==> config.mk <==
export PLATFORM = sky130hd
export DESIGN_NAME = scrolling_led_pattern_generator_core
export DESIGN_NICKNAME = d
export VERILOG_FILES = /design/src/rtl/core/slpg_pkg.sv /design/src/rtl/core/slpg_ctrl.sv /design/src/rtl/core/slpg_dp.sv /design/src/rtl/core/scrolling_led_pattern_generator_core.sv
export SDC_FILE = /design/constraint.sdc
export NUM_CORES = 1
export LEC_CHECK = 0
export ABC_AREA = 1
export BUFFER_PORTS_ARGS = -buffer_cell sky130_fd_sc_hd__buf_2
export CAP_MARGIN = 10
export CORE_UTILIZATION = 45
export CTS_CLUSTER_SIZE = 14
export DETAILED_ROUTE_END_ITERATION = 10
export PLACE_DENSITY_LB_ADDON = 0.15
export SLEW_MARGIN = 40
export SYNTH_ARGS = -nofsm -noshare
export SYNTH_HDL_FRONTEND = slang
export SYNTH_SLANG_ARGS = --single-unit
export TNS_END_PERCENT = 100
==> constraint.sdc <==
create_clock -name clock -period 5.6 [get_ports clock]
set_clock_uncertainty 0.1 [all_clocks]
set_input_delay 0.28 -clock clock [delete_from_list [all_inputs] [get_ports clock]]
set_output_delay 0.28 -clock clock [all_outputs]
set_load 0.02 [all_outputs]
==> src/rtl/core/slpg_pkg.sv <==
// ============================================================================
// slpg_pkg
// Shared widths, constants, register indexes and controller/datapath types
// for the scrolling LED pattern generator.
// ============================================================================
package slpg_pkg;

   // Field widths.
   localparam int IDX_W   = 6;   // LED index
   localparam int CNT_W   = 7;   // LED count, wide enough for 1..64
   localparam int COLOR_W = 8;   // one color channel
   localparam int SEC_W   = 3;   // hue sector, 0..5
   localparam int REM_W   = 6;   // hue remainder within a sector, 0..59

   // Configuration register indexes.
   localparam logic [1:0] REG_LED_COUNT    = 2'd0;
   localparam logic [1:0] REG_PATTERN_MODE = 2'd1;
   localparam logic [1:0] REG_SATURATION   = 2'd2;

   // Reset values of the configuration registers.
   localparam logic [CNT_W-1:0]   LED_COUNT_RST  = 7'd8;
   localparam logic [COLOR_W-1:0] SATURATION_RST = 8'd255;

   // Pattern modes.
   localparam logic MODE_RAINBOW  = 1'b0;
   localparam logic MODE_GRADIENT = 1'b1;

   // Hue arithmetic. A hue is kept as sector and remainder so that no
   // division by 60 is needed on it.
   localparam logic [REM_W-1:0] SECTOR_SPAN = 6'd60;
   localparam logic [REM_W-1:0] HUE_PER_LED = 6'd20;
   localparam logic [REM_W-1:0] HUE_PER_FRM = 6'd5;
   localparam logic [SEC_W-1:0] LAST_SECTOR = 3'd5;

   // floor(x / 60) equals (x * RECIP60) >> 20 for every x up to 255 * 60.
   localparam logic [14:0] RECIP60     = 15'd17477;
   localparam int          RECIP60_SHR = 20;

   // Brightness falls by 35 per LED of distance and is zero beyond three.
   localparam logic [IDX_W-1:0] MAX_DIST = 6'd3;

   function automatic logic [COLOR_W-1:0] bright_of(input logic [1:0] span);
      logic [COLOR_W-1:0] val;
      case (span)
         2'd0:    val = 8'd255;
         2'd1:    val = 8'd220;
         2'd2:    val = 8'd185;
         2'd3:    val = 8'd150;
         default: val = 8'd0;
      endcase
      return val;
   endfunction

   // Commands from the controller to the datapath.
   typedef struct packed {
      logic frame_start;  // load index 0 and the frame's base hue
      logic led_next;     // step to the next LED
      logic out_load;     // capture the current LED's color in the output
      logic frame_end;    // advance the centre and, in rainbow mode, the hue offset
   } slpg_cmd_type;

   // Status from the datapath to the controller.
   typedef struct packed {
      logic last;         // the current LED is the last of the frame
   } slpg_stat_type;

endpackage

==> src/rtl/core/slpg_ctrl.sv <==
// ============================================================================
// slpg_ctrl
// Frame sequencer: takes a frame tick, walks each LED through the color
// pipeline and hands every color to the output register.
// ============================================================================
module slpg_ctrl (
   input  logic                   clock,
   input  logic                   reset,
   input  logic                   req_valid,
   output logic                   req_stall,
   output logic                   rsp_valid,
   input  logic                   rsp_stall,
   input  slpg_pkg::slpg_stat_type stat,
   output slpg_pkg::slpg_cmd_type  cmd
);
   import slpg_pkg::*;

   localparam logic [2:0] ST_IDLE  = 3'd0;
   localparam logic [2:0] ST_MUL1  = 3'd1;
   localparam logic [2:0] ST_DIV60 = 3'd2;
   localparam logic [2:0] ST_MUL2  = 3'd3;
   localparam logic [2:0] ST_DIV   = 3'd4;
   localparam logic [2:0] ST_OUT   = 3'd5;

   logic [2:0] state_ff, state_in;
   logic       rsp_valid_ff, rsp_valid_in;
   logic       out_free;

   // The output register can take a new color when it is empty or when
   // its current color is being transferred in this cycle.
   assign out_free = !rsp_valid_ff || !rsp_stall;

   always_comb begin
      state_in = state_ff;
      cmd      = '0;
      case (state_ff)
         ST_IDLE: begin
            if (req_valid) begin
               cmd.frame_start = 1'b1;
               state_in        = ST_MUL1;
            end
         end
         ST_MUL1:  state_in = ST_DIV60;
         ST_DIV60: state_in = ST_MUL2;
         ST_MUL2:  state_in = ST_DIV;
         ST_DIV:   state_in = ST_OUT;
         ST_OUT: begin
            if (out_free) begin
               cmd.out_load = 1'b1;
               if (stat.last) begin
                  cmd.frame_end = 1'b1;
                  state_in      = ST_IDLE;
               end else begin
                  cmd.led_next = 1'b1;
                  state_in     = ST_MUL1;
               end
            end
         end
         default: state_in = ST_IDLE;
      endcase
   end

   assign rsp_valid_in = cmd.out_load ? 1'b1 : (rsp_valid_ff && rsp_stall);

   always_ff @(posedge clock) begin
      if (reset) begin
         state_ff     <= ST_IDLE;
         rsp_valid_ff <= 1'b0;
      end else begin
         state_ff     <= state_in;
         rsp_valid_ff <= rsp_valid_in;
      end
   end

   assign req_stall = (state_ff != ST_IDLE);
   assign rsp_valid = rsp_valid_ff;

endmodule

==> src/rtl/core/slpg_dp.sv <==
// ============================================================================
// slpg_dp
// Color datapath: LED index and hue stepping, distance brightness, a
// four-stage integer HSV-to-RGB pipeline and the output color register.
// ============================================================================
module slpg_dp (
   input  logic                                clock,
   input  logic                                reset,
   input  slpg_pkg::slpg_cmd_type              cmd,
   output slpg_pkg::slpg_stat_type             stat,
   input  logic                                req_restart,
   input  logic [slpg_pkg::CNT_W-1:0]          led_cnt,
   input  logic                                pattern_mode,
   input  logic [slpg_pkg::COLOR_W-1:0]        saturation,
   output logic [slpg_pkg::IDX_W-1:0]          rsp_led_index,
   output logic [slpg_pkg::COLOR_W-1:0]        rsp_red,
   output logic [slpg_pkg::COLOR_W-1:0]        rsp_green,
   output logic [slpg_pkg::COLOR_W-1:0]        rsp_blue,
   output logic                                rsp_last_led
);
   import slpg_pkg::*;

   // Frame state.
   logic [IDX_W-1:0] centre_ff, centre_in;
   logic [SEC_W-1:0] off_sec_ff, off_sec_in;
   logic [REM_W-1:0] off_rem_ff, off_rem_in;

   // Current LED.
   logic [IDX_W-1:0] idx_ff, idx_in;
   logic [SEC_W-1:0] hsec_ff, hsec_in;
   logic [REM_W-1:0] hrem_ff, hrem_in;

   logic [REM_W:0]   led_rem_sum, frm_rem_sum;
   logic [IDX_W:0]   centre_inc;

   // Pipeline stages.
   logic [IDX_W-1:0]   led_span;
   logic [COLOR_W-1:0] s1_bright_ff, s2_bright_ff, s3_bright_ff, s4_bright_ff;
   logic [SEC_W-1:0]   s1_sec_ff, s2_sec_ff, s3_sec_ff, s4_sec_ff;
   logic [13:0]        s1_sq_ff, s1_st_ff;
   logic [28:0]        prod_q, prod_t;
   logic [COLOR_W-1:0] s2_dq_ff, s2_dt_ff;
   logic [15:0]        s3_mp_ff, s3_mq_ff, s3_mt_ff;
   logic [16:0]        sum_p, sum_q, sum_t;
   logic [COLOR_W-1:0] s4_p_ff, s4_q_ff, s4_t_ff;

   logic [COLOR_W-1:0] red_in, green_in, blue_in;
   logic [IDX_W-1:0]   led_index_ff;
   logic [COLOR_W-1:0] red_ff, green_ff, blue_ff;
   logic               last_ff;

   assign stat.last = (({1'b0, idx_ff} + 7'd1) == led_cnt);

   // Hue steps, each a wrap within the sector and a wrap over six sectors.
   assign led_rem_sum = {1'b0, hrem_ff} + {1'b0, HUE_PER_LED};
   assign frm_rem_sum = {1'b0, off_rem_ff} + {1'b0, HUE_PER_FRM};
   assign centre_inc  = {1'b0, centre_ff} + 7'd1;

   always_comb begin
      centre_in  = centre_ff;
      off_sec_in = off_sec_ff;
      off_rem_in = off_rem_ff;
      idx_in     = idx_ff;
      hsec_in    = hsec_ff;
      hrem_in    = hrem_ff;
      if (cmd.frame_start) begin
         idx_in = '0;
         if (req_restart) begin
            centre_in  = '0;
            off_sec_in = '0;
            off_rem_in = '0;
            hsec_in    = '0;
            hrem_in    = '0;
         end else begin
            hsec_in = off_sec_ff;
            hrem_in = off_rem_ff;
         end
      end
      if (cmd.led_next) begin
         idx_in = idx_ff + 6'd1;
         if (led_rem_sum >= {1'b0, SECTOR_SPAN}) begin
            hrem_in = REM_W'(led_rem_sum - {1'b0, SECTOR_SPAN});
            hsec_in = (hsec_ff == LAST_SECTOR) ? '0 : hsec_ff + 3'd1;
         end else begin
            hrem_in = led_rem_sum[REM_W-1:0];
         end
      end
      if (cmd.frame_end) begin
         centre_in = (centre_inc >= led_cnt) ? '0 : centre_inc[IDX_W-1:0];
         if (pattern_mode == MODE_RAINBOW) begin
            if (frm_rem_sum >= {1'b0, SECTOR_SPAN}) begin
               off_rem_in = REM_W'(frm_rem_sum - {1'b0, SECTOR_SPAN});
               off_sec_in = (off_sec_ff == LAST_SECTOR) ? '0 : off_sec_ff + 3'd1;
            end else begin
               off_rem_in = frm_rem_sum[REM_W-1:0];
            end
         end
      end
   end

   always_ff @(posedge clock) begin
      if (reset) begin
         centre_ff  <= '0;
         off_sec_ff <= '0;
         off_rem_ff <= '0;
      end else begin
         centre_ff  <= centre_in;
         off_sec_ff <= off_sec_in;
         off_rem_ff <= off_rem_in;
      end
   end

   always_ff @(posedge clock) begin
      idx_ff  <= idx_in;
      hsec_ff <= hsec_in;
      hrem_ff <= hrem_in;
   end

   // Stage 1: brightness from distance, saturation times remainder and times (60 - remainder).
   assign led_span = (idx_ff >= centre_ff) ? (idx_ff - centre_ff) : (centre_ff - idx_ff);

   always_ff @(posedge clock) begin
      s1_bright_ff <= (led_span <= MAX_DIST) ? bright_of(led_span[1:0]) : '0;
      s1_sec_ff    <= hsec_ff;
      s1_sq_ff     <= 14'(saturation) * 14'(hrem_ff);
      s1_st_ff     <= 14'(saturation) * 14'(SECTOR_SPAN - hrem_ff);
   end

   // Stage 2: divide by 60 through the reciprocal.
   assign prod_q = 29'(s1_sq_ff) * 29'(RECIP60);
   assign prod_t = 29'(s1_st_ff) * 29'(RECIP60);

   always_ff @(posedge clock) begin
      s2_bright_ff <= s1_bright_ff;
      s2_sec_ff    <= s1_sec_ff;
      s2_dq_ff     <= prod_q[RECIP60_SHR +: COLOR_W];
      s2_dt_ff     <= prod_t[RECIP60_SHR +: COLOR_W];
   end

   // Stage 3: brightness times (255 - x); 255 - x is the complement.
   always_ff @(posedge clock) begin
      s3_bright_ff <= s2_bright_ff;
      s3_sec_ff    <= s2_sec_ff;
      s3_mp_ff     <= 16'(s2_bright_ff) * 16'(COLOR_W'(~saturation));
      s3_mq_ff     <= 16'(s2_bright_ff) * 16'(COLOR_W'(~s2_dq_ff));
      s3_mt_ff     <= 16'(s2_bright_ff) * 16'(COLOR_W'(~s2_dt_ff));
   end

   // Stage 4: floor(x / 255) as (x + (x >> 8) + 1) >> 8, exact below 65535.
   assign sum_p = 17'(s3_mp_ff) + 17'(s3_mp_ff[15:8]) + 17'd1;
   assign sum_q = 17'(s3_mq_ff) + 17'(s3_mq_ff[15:8]) + 17'd1;
   assign sum_t = 17'(s3_mt_ff) + 17'(s3_mt_ff[15:8]) + 17'd1;

   always_ff @(posedge clock) begin
      s4_bright_ff <= s3_bright_ff;
      s4_sec_ff    <= s3_sec_ff;
      s4_p_ff      <= sum_p[15:8];
      s4_q_ff      <= sum_q[15:8];
      s4_t_ff      <= sum_t[15:8];
   end

   // Sector selection, with the gradient and grey cases.
   always_comb begin
      red_in   = s4_bright_ff;
      green_in = s4_p_ff;
      blue_in  = s4_q_ff;
      if (pattern_mode == MODE_GRADIENT) begin
         red_in   = '0;
         green_in = s4_bright_ff;
         blue_in  = '0;
      end else if (saturation == '0) begin
         red_in   = s4_bright_ff;
         green_in = s4_bright_ff;
         blue_in  = s4_bright_ff;
      end else begin
         case (s4_sec_ff)
            3'd0: begin
               red_in = s4_bright_ff; green_in = s4_t_ff;      blue_in = s4_p_ff;
            end
            3'd1: begin
               red_in = s4_q_ff;      green_in = s4_bright_ff; blue_in = s4_p_ff;
            end
            3'd2: begin
               red_in = s4_p_ff;      green_in = s4_bright_ff; blue_in = s4_t_ff;
            end
            3'd3: begin
               red_in = s4_p_ff;      green_in = s4_q_ff;      blue_in = s4_bright_ff;
            end
            3'd4: begin
               red_in = s4_t_ff;      green_in = s4_p_ff;      blue_in = s4_bright_ff;
            end
            default: begin
               red_in = s4_bright_ff; green_in = s4_p_ff;      blue_in = s4_q_ff;
            end
         endcase
      end
   end

   always_ff @(posedge clock) begin
      if (cmd.out_load) begin
         led_index_ff <= idx_ff;
         red_ff       <= red_in;
         green_ff     <= green_in;
         blue_ff      <= blue_in;
         last_ff      <= stat.last;
      end
   end

   assign rsp_led_index = led_index_ff;
   assign rsp_red       = red_ff;
   assign rsp_green     = green_ff;
   assign rsp_blue      = blue_ff;
   assign rsp_last_led  = last_ff;

endmodule

==> src/rtl/core/scrolling_led_pattern_generator_core.sv <==
// ============================================================================
// scrolling_led_pattern_generator_core
// Frame-tick driven LED strip color generator with a rainbow chase mode and
// a green brightness gradient mode, configured over an APB-style port.
// ============================================================================
// Each transfer on the req channel is one frame tick; the block then sends one
// transfer per LED on the rsp channel, LED 0 first, with rsp_last_led set on the
// final LED of the frame. Each LED passes through a four-stage color pipeline
// that is not overlapped between LEDs: the next LED enters the pipeline only
// after the previous color is loaded into the output register, and a stall on
// the rsp side holds the frame. A new frame tick is taken as soon as the last
// color of the previous frame sits in the output register. Registers are at
// byte addresses 0 (led_count), 4 (pattern_mode) and 8 (saturation); change
// them only between frames. A led_count of zero behaves as one, and a count
// above MAX_LEDS behaves as MAX_LEDS. Brightness is 255 minus 35 per LED of
// distance from the moving centre and zero beyond three LEDs; the centre
// advances by one LED per frame, and in rainbow mode the base hue advances by
// five degrees per frame. Setting req_restart on a tick returns both to zero
// before that frame.
// ============================================================================
module scrolling_led_pattern_generator_core #(
   parameter int MAX_LEDS = 64
) (
   input  logic                             clock,
   input  logic                             reset,
   // Frame tick channel.
   input  logic                             req_valid,
   output logic                             req_stall,
   input  logic                             req_restart,
   // Color channel.
   output logic                             rsp_valid,
   input  logic                             rsp_stall,
   output logic [slpg_pkg::IDX_W-1:0]       rsp_led_index,
   output logic [slpg_pkg::COLOR_W-1:0]     rsp_red,
   output logic [slpg_pkg::COLOR_W-1:0]     rsp_green,
   output logic [slpg_pkg::COLOR_W-1:0]     rsp_blue,
   output logic                             rsp_last_led,
   // Configuration port.
   input  logic                             csr_psel,
   input  logic                             csr_penable,
   input  logic                             csr_pwrite,
   input  logic [3:0]                       csr_paddr,
   input  logic [31:0]                      csr_pwdata,
   output logic [31:0]                      csr_prdata,
   output logic                             csr_pready
);
   import slpg_pkg::*;

   localparam logic [CNT_W-1:0] MAX_CNT = CNT_W'(MAX_LEDS);

   logic [CNT_W-1:0]   led_count_ff;
   logic               pattern_mode_ff;
   logic [COLOR_W-1:0] saturation_ff;
   logic               csr_wr;
   logic [1:0]         csr_reg;
   logic [CNT_W-1:0]   led_cnt;

   slpg_cmd_type  cmd;
   slpg_stat_type stat;

   // The port never inserts wait states, so a write lands on the access cycle.
   assign csr_pready = 1'b1;
   assign csr_wr     = csr_psel && csr_penable && csr_pwrite && csr_pready;
   assign csr_reg    = csr_paddr[3:2];

   always_ff @(posedge clock) begin
      if (reset) begin
         led_count_ff    <= LED_COUNT_RST;
         pattern_mode_ff <= MODE_RAINBOW;
         saturation_ff   <= SATURATION_RST;
      end else if (csr_wr) begin
         case (csr_reg)
            REG_LED_COUNT:    led_count_ff    <= csr_pwdata[CNT_W-1:0];
            REG_PATTERN_MODE: pattern_mode_ff <= csr_pwdata[0];
            REG_SATURATION:   saturation_ff   <= csr_pwdata[COLOR_W-1:0];
            default: ;
         endcase
      end
   end

   always_comb begin
      case (csr_reg)
         REG_LED_COUNT:    csr_prdata = 32'(led_count_ff);
         REG_PATTERN_MODE: csr_prdata = 32'(pattern_mode_ff);
         REG_SATURATION:   csr_prdata = 32'(saturation_ff);
         default:          csr_prdata = '0;
      endcase
   end

   // Effective LED count for the frame: at least one, at most MAX_LEDS.
   always_comb begin
      if (led_count_ff == '0) begin
         led_cnt = 7'd1;
      end else if (led_count_ff > MAX_CNT) begin
         led_cnt = MAX_CNT;
      end else begin
         led_cnt = led_count_ff;
      end
   end

   slpg_ctrl u_ctrl (
      .clock     (clock),
      .reset     (reset),
      .req_valid (req_valid),
      .req_stall (req_stall),
      .rsp_valid (rsp_valid),
      .rsp_stall (rsp_stall),
      .stat      (stat),
      .cmd       (cmd)
   );

   slpg_dp u_dp (
      .clock         (clock),
      .reset         (reset),
      .cmd           (cmd),
      .stat          (stat),
      .req_restart   (req_restart),
      .led_cnt       (led_cnt),
      .pattern_mode  (pattern_mode_ff),
      .saturation    (saturation_ff),
      .rsp_led_index (rsp_led_index),
      .rsp_red       (rsp_red),
      .rsp_green     (rsp_green),
      .rsp_blue      (rsp_blue),
      .rsp_last_led  (rsp_last_led)
   );

endmodule
### Word-level counts from Yosys, hierarchy flattened

Cells that the tools add are included.

* output and inout bits: 66
* bits in latches: 0
* input port bits: 44
* memories: 0
* RAM bits: 0
* logic and storage cells: 159
* ROM bits: 0
* bits in registers: 241

* $mul: 7
* $add $sub $neg: 18
* reductions and logical operators: 25
* order comparisons: 6
* shift-type cells: 0
* divide/modulo/power cells: 0
* muxes and demuxes: 47
* equality and inequality tests: 19
* bitwise operators: 3

Operators by type and width (count)
* 8-bit case mux with 3 select lines: 4
* 6-bit two-way mux: 15
* 14-bit by 15-bit multiplier with 28-bit output, second input constant: 2
* 16-bit by 1-bit adder with 16-bit output, second input constant: 3
* 16-bit by 8-bit adder with 16-bit output: 3
* 8-bit by 8-bit multiplier with 16-bit output: 3
* 3-bit two-way mux: 14
* 8-bit two-way mux: 4
* 8-bit case mux with 4 select lines: 1
* 8-bit inverter: 3
* 3-bit case mux with 6 select lines: 1
* 3-bit == test, second input constant: 5
* 6-bit by 1-bit adder with 7-bit output, second input constant: 2
* 7-bit by 6-bit greater-or-equal comparator with 1-bit output, second input constant: 2
* 8-bit by 14-bit multiplier with 14-bit output: 1
* 8-bit by 6-bit multiplier with 14-bit output: 1
* 7-bit two-way mux: 2
* 3-bit by 2-bit == test with 1-bit output, second input constant: 4
* 6-bit subtractor: 2
* 6-bit subtractor, second input constant: 2
* 2-bit AND reduction: 5
* 8-bit logical NOT: 1
* 2-bit OR reduction: 4
* 6-bit by 3-bit adder with 7-bit output, second input constant: 1
* other kinds (23): 40

### Depth between registers and ports, before layout

* depth after elaboration: 9
* gate-level depth with buffers: 25

### Modules after synthesis

Synthesis repeated with hierarchy kept, for this count alone.

* cells, all modules: 2812
* area total of the unflattened synthesis: 23248.5 µm²

By module, submodules not included
* slpg_dp: seq. area each 4674.5 µm², area each 21981.1 µm², instances 1, cells each 2615
* scrolling_led_pattern_generator_core: seq. area each 320.3 µm², area each 1028.5 µm², instances 1, cells each 159
* slpg_ctrl: seq. area each 80.1 µm², area each 239.0 µm², instances 1, cells each 38

### Worst setup path before layout

Ideal clock, no wire load.

* path kind: reg2reg
* start: register u_dp.hrem_ff[0]
* end: register u_dp.s1_st_ff[11]
* stages on the path, launching flop included: 25
* setup slack: 498 ps
* arrival: 4884 ps
* path through: edfxtp_1 > buf_2 > inv_1 > ha_1 > inv_1 > nand2_1 > nor3_1 > inv_1 > nor2_1 > inv_1 > fa_1 > inv_1 > fa_1 > fa_1 > inv_1 > fa_1 > inv_1 > ha_1 > nand2_1 > nor2_1 > nor4_1 > nor2_1 > o21ai_0 > nand2_1 > xor2_1

* longest elaborated chain between the ends: 2

RTL lines
* start, declared: line slpg_dp.sv:31 `logic [REM_W-1:0] hrem_ff, hrem_in;`
* start signal, assigned: line slpg_dp.sv:116 `hrem_ff <= hrem_in;`
* 6-bit by 6-bit subtractor with 7-bit output: line slpg_dp.sv:126 `s1_st_ff <= 14'(saturation) * 14'(SECTOR_SPAN - hrem_ff);`
* 8-bit by 14-bit multiplier with 14-bit output: line slpg_dp.sv:126
* end signal, assigned: line slpg_dp.sv:126
* end, declared: line slpg_dp.sv:40 `logic [13:0] s1_sq_ff, s1_st_ff;`

Every way passes these cells.
A chain may end at the register's enable or synchronous reset.

### Worst setup path in the final report

* start: register u_dp.hrem_ff[2]
* end: register u_dp.s1_st_ff[11]

The elaborated chain is that of the path after synthesis.

==> impl_metrics.env <==
export IMPL_fin_crit_ns=5.15
export IMPL_mostFrequentLayoutCells="inv_1, nand2_1, ha_1, nor2_1, fa_1"
export IMPL_drv_slew=0
export IMPL_pre_cts_ws_ns=0.231
export IMPL_initial_core_util_pct=45.5
export IMPL_die_h_microns=230
export IMPL_fp_row_count=83
export IMPL_rr_worst_depth=22
export IMPL_worst_hold_slack_ns=0.0660
export IMPL_clock_sinks=232
export IMPL_core_region_area_sq_um=51300
export IMPL_async_flop_share_pct=0
export IMPL_min_to="pattern_mode_ff"
export IMPL_cts_made_buffers=29
export IMPL_fmaxAchievable_ghz=0.194
export IMPL_yosys_most_used_dff="dfxtp_1"
export IMPL_fin_ws_ns=0.453
export IMPL_placed_cells=3554
export IMPL_place_area_sq_um=24400
export IMPL_antenna_cells=0
export IMPL_routed_wirelength_microns=54900
export IMPL_fin_area_sq_um=25600
export IMPL_grt_usage_pct=21.4
export IMPL_max_cap_violations=0
export IMPL_holdCritPathClass="primary input to flip-flop"
export IMPL_crit_reg2reg_launch="u_dp.hrem_ff[2]"
export IMPL_syn_cell_area_sq_um=23300
export IMPL_final_common_cell="inv_1"
export IMPL_finalCritPeriodShare_pct=91.9
export IMPL_syn_inst=2829
export IMPL_gr_total_overflow=0
export IMPL_reg2reg_to="u_dp.s1_st_ff[11]"
export IMPL_gp_congestion=0.902
export IMPL_grt_pass1_wl_microns=92100
export IMPL_area_growth_pct=9.84
export IMPL_hold_viol=0
export IMPL_multi_input_area_sq_um=15800
export IMPL_die_x_microns=230
export IMPL_clkSlewWorstSetupHoldPaths_ns=0.06
export IMPL_synth_edff_count=43
export IMPL_avgSynthCellArea_sq_um=8.25
export IMPL_antenna_found_initial=1
export IMPL_clk_path_buf_depth=3
export IMPL_tightest_slew_ns=0.842
export IMPL_drcViolationCount=0
export IMPL_n_fill_cell=5002
export IMPL_arrival_ns=5.53
export IMPL_ios=110
export IMPL_finalNonFillerCells=3623
export IMPL_port_buffers=58
export IMPL_clk_latency_ns=0.58
export IMPL_relSlewSlack_pct=43.8
export IMPL_path_class="flip-flop to flip-flop"
export IMPL_cts_tree="built"
export IMPL_min_path_cells=5
export IMPL_drt_iter0_markers=1027
export IMPL_ff2ff_setup_slack_ns=0.45
export IMPL_worstHoldStart="csr_paddr[3]"
export IMPL_finalSetupViolations=0
export IMPL_final_nets=3554
export IMPL_viasPerCell=5.06
export IMPL_synth_warnings=0
export IMPL_antenna_left=0
export IMPL_yosysSeqAreaShare_pct=21.7
export IMPL_crit_path_end_kind="flip-flop"
export IMPL_status="complete, no violations"
export IMPL_ctsRootBufferMaster="clkbuf_16"
export IMPL_drive_above_1_share_pct=5.95
export IMPL_yosys_register_bits=232
export IMPL_dp_hpwl_microns=45300
export IMPL_critPathLaunchType="flip-flop"
export IMPL_cts_setup_buffers=0
export IMPL_via_count=18300
export IMPL_wl_per_cell_microns=15.2
export IMPL_htreeDepth=1
export IMPL_grt_max_degree=36
export IMPL_drt_pass1_iterations=6
export IMPL_regArea_sq_um=5070
export IMPL_cp_required_ns=5.98
export IMPL_path_max_fanout=7
export IMPL_die_area_sq_um=52800
export IMPL_synth_cell_types=51
export IMPL_grt_pass1_vias=18600
final cells by class:
type	count	area share (%)
multi-input combinational	1962	61.6
sequential	232	19.8
inverter	591	8.65
tap	680	3.32
clock buffer	41	3.25
timing repair buffer	104	2.63
clock inverter	13	0.751
synthesized netlist by cell type, drive strengths merged (4+ instances only):
master,n,share of area [%]
a211oi,9,0.29
a21o,9,0.29
a21oi,138,3.0
a221oi,5,0.19
a31oi,12,0.32
and2,4,0.11
buf,35,1.0
clkbuf,32,0.51
clkinv,5,0.080
dfxtp,189,16
edfxtp,43,5.5
fa,220,19
ha,370,20
inv,586,9.4
nand2,463,7.5
nand3,88,1.9
nand3b,10,0.32
nand4,33,0.91
nor2,270,4.5
nor3,30,0.64
nor4,4,0.17
o2111ai,4,0.15
o211ai,13,0.42
o21ai,93,2.0
o21bai,4,0.13
o221ai,11,0.41
o22ai,18,0.48
o31ai,10,0.32
or2,4,0.11
xnor2,31,1.2
xor2,77,2.9
cells by family (layout without fill, tap and decap cells):
group	Yosys count	in the layout	synth area share (%)
other cells	2	25	0.0322
simple gates	908	908	16.3
buf+inv	658	749	11.0
flops	232	232	21.7
xor+xnor	108	108	4.05
fa+ha+maj	590	590	38.7
compound gates	331	331	8.15
worst max-delay path, cell delays in order (launching register included):
cell and delay (ns):
edfxtp_1 0.46, inv_1 0.13, a21oi_1 0.20, inv_1 0.08, nor3_1 0.17, xor2_1 0.18
buf_4 0.17, nand2_1 0.07, fa_1 0.47, inv_1 0.05, fa_1 0.47, fa_1 0.55
inv_1 0.06, fa_1 0.53, inv_1 0.04, ha_1 0.33, nand2_1 0.13, nor2_1 0.08
nor4_2 0.33, nor2_1 0.06, o21ai_0 0.17, nand2_1 0.08, xor2_1 0.14
per-layer routing:
metal	up-vias	GRT usage, %	routed length (microns)
met5	-	0	0
met4	0	5.32	1300
met3	74	2.34	2720
met2	412	36.6	25700
met1	8726	28.7	25200
li1	9107	-	-
registers in the layout (all words and copies together) (netlist names), 7 cells and up:
name / cells
u_dp.s3_mp_ff: 16
u_dp.s2_dt_ff: 8
u_dp.rsp_red: 8
u_dp.rsp_green: 8
u_dp.s4_p_ff: 8
u_dp.rsp_blue: 8
u_dp.s2_dq_ff: 8
led_count_ff: 7
u_dp.s3_mt_ff: 16
saturation_ff: 8
u_dp.s3_mq_ff: 16
u_dp.s4_t_ff: 8
u_dp.s4_q_ff: 8
u_dp.s1_st_ff: 13
u_dp.s1_sq_ff: 14
worst max-delay path by stage:
stage | startpoint | to | slack [ns] | cells past startpoint
detailed placement | u_dp.hrem_ff[2] | u_dp.s1_st_ff[11] | 0.23 | 21
global route | u_dp.hrem_ff[0] | u_dp.s1_st_ff[11] | -0.004 | 23
CTS | u_dp.hrem_ff[2] | u_dp.s1_st_ff[11] | 0.22 | 21
global placement | u_dp.hrem_ff[2] | u_dp.s1_st_ff[11] | 0.21 | 21
finish | u_dp.hrem_ff[2] | u_dp.s1_st_ff[11] | 0.45 | 22
floorplan | u_dp.hrem_ff[0] | u_dp.s1_st_ff[11] | 0.50 | 24
per-stage QoR:
stage	TNS [ns]	util (%)
after floorplan	0	-
after global placement	0	47.7
after detailed placement	0	47.7
after CTS	0	49.9
after global routing	-0.00429	50.0
final	0	50.0
what timing repair did:
item | 4_1_cts | 5_1_grt
setup endpoints to repair | 0 | 1
endpoints found under the hold margin | 28 | 0
gates resized for setup | 0 | 4
hold buffers | 15 | 0
Power is not shown: default switching activity piles up to over one toggle a cycle in this logic, so the estimate is an artifact.
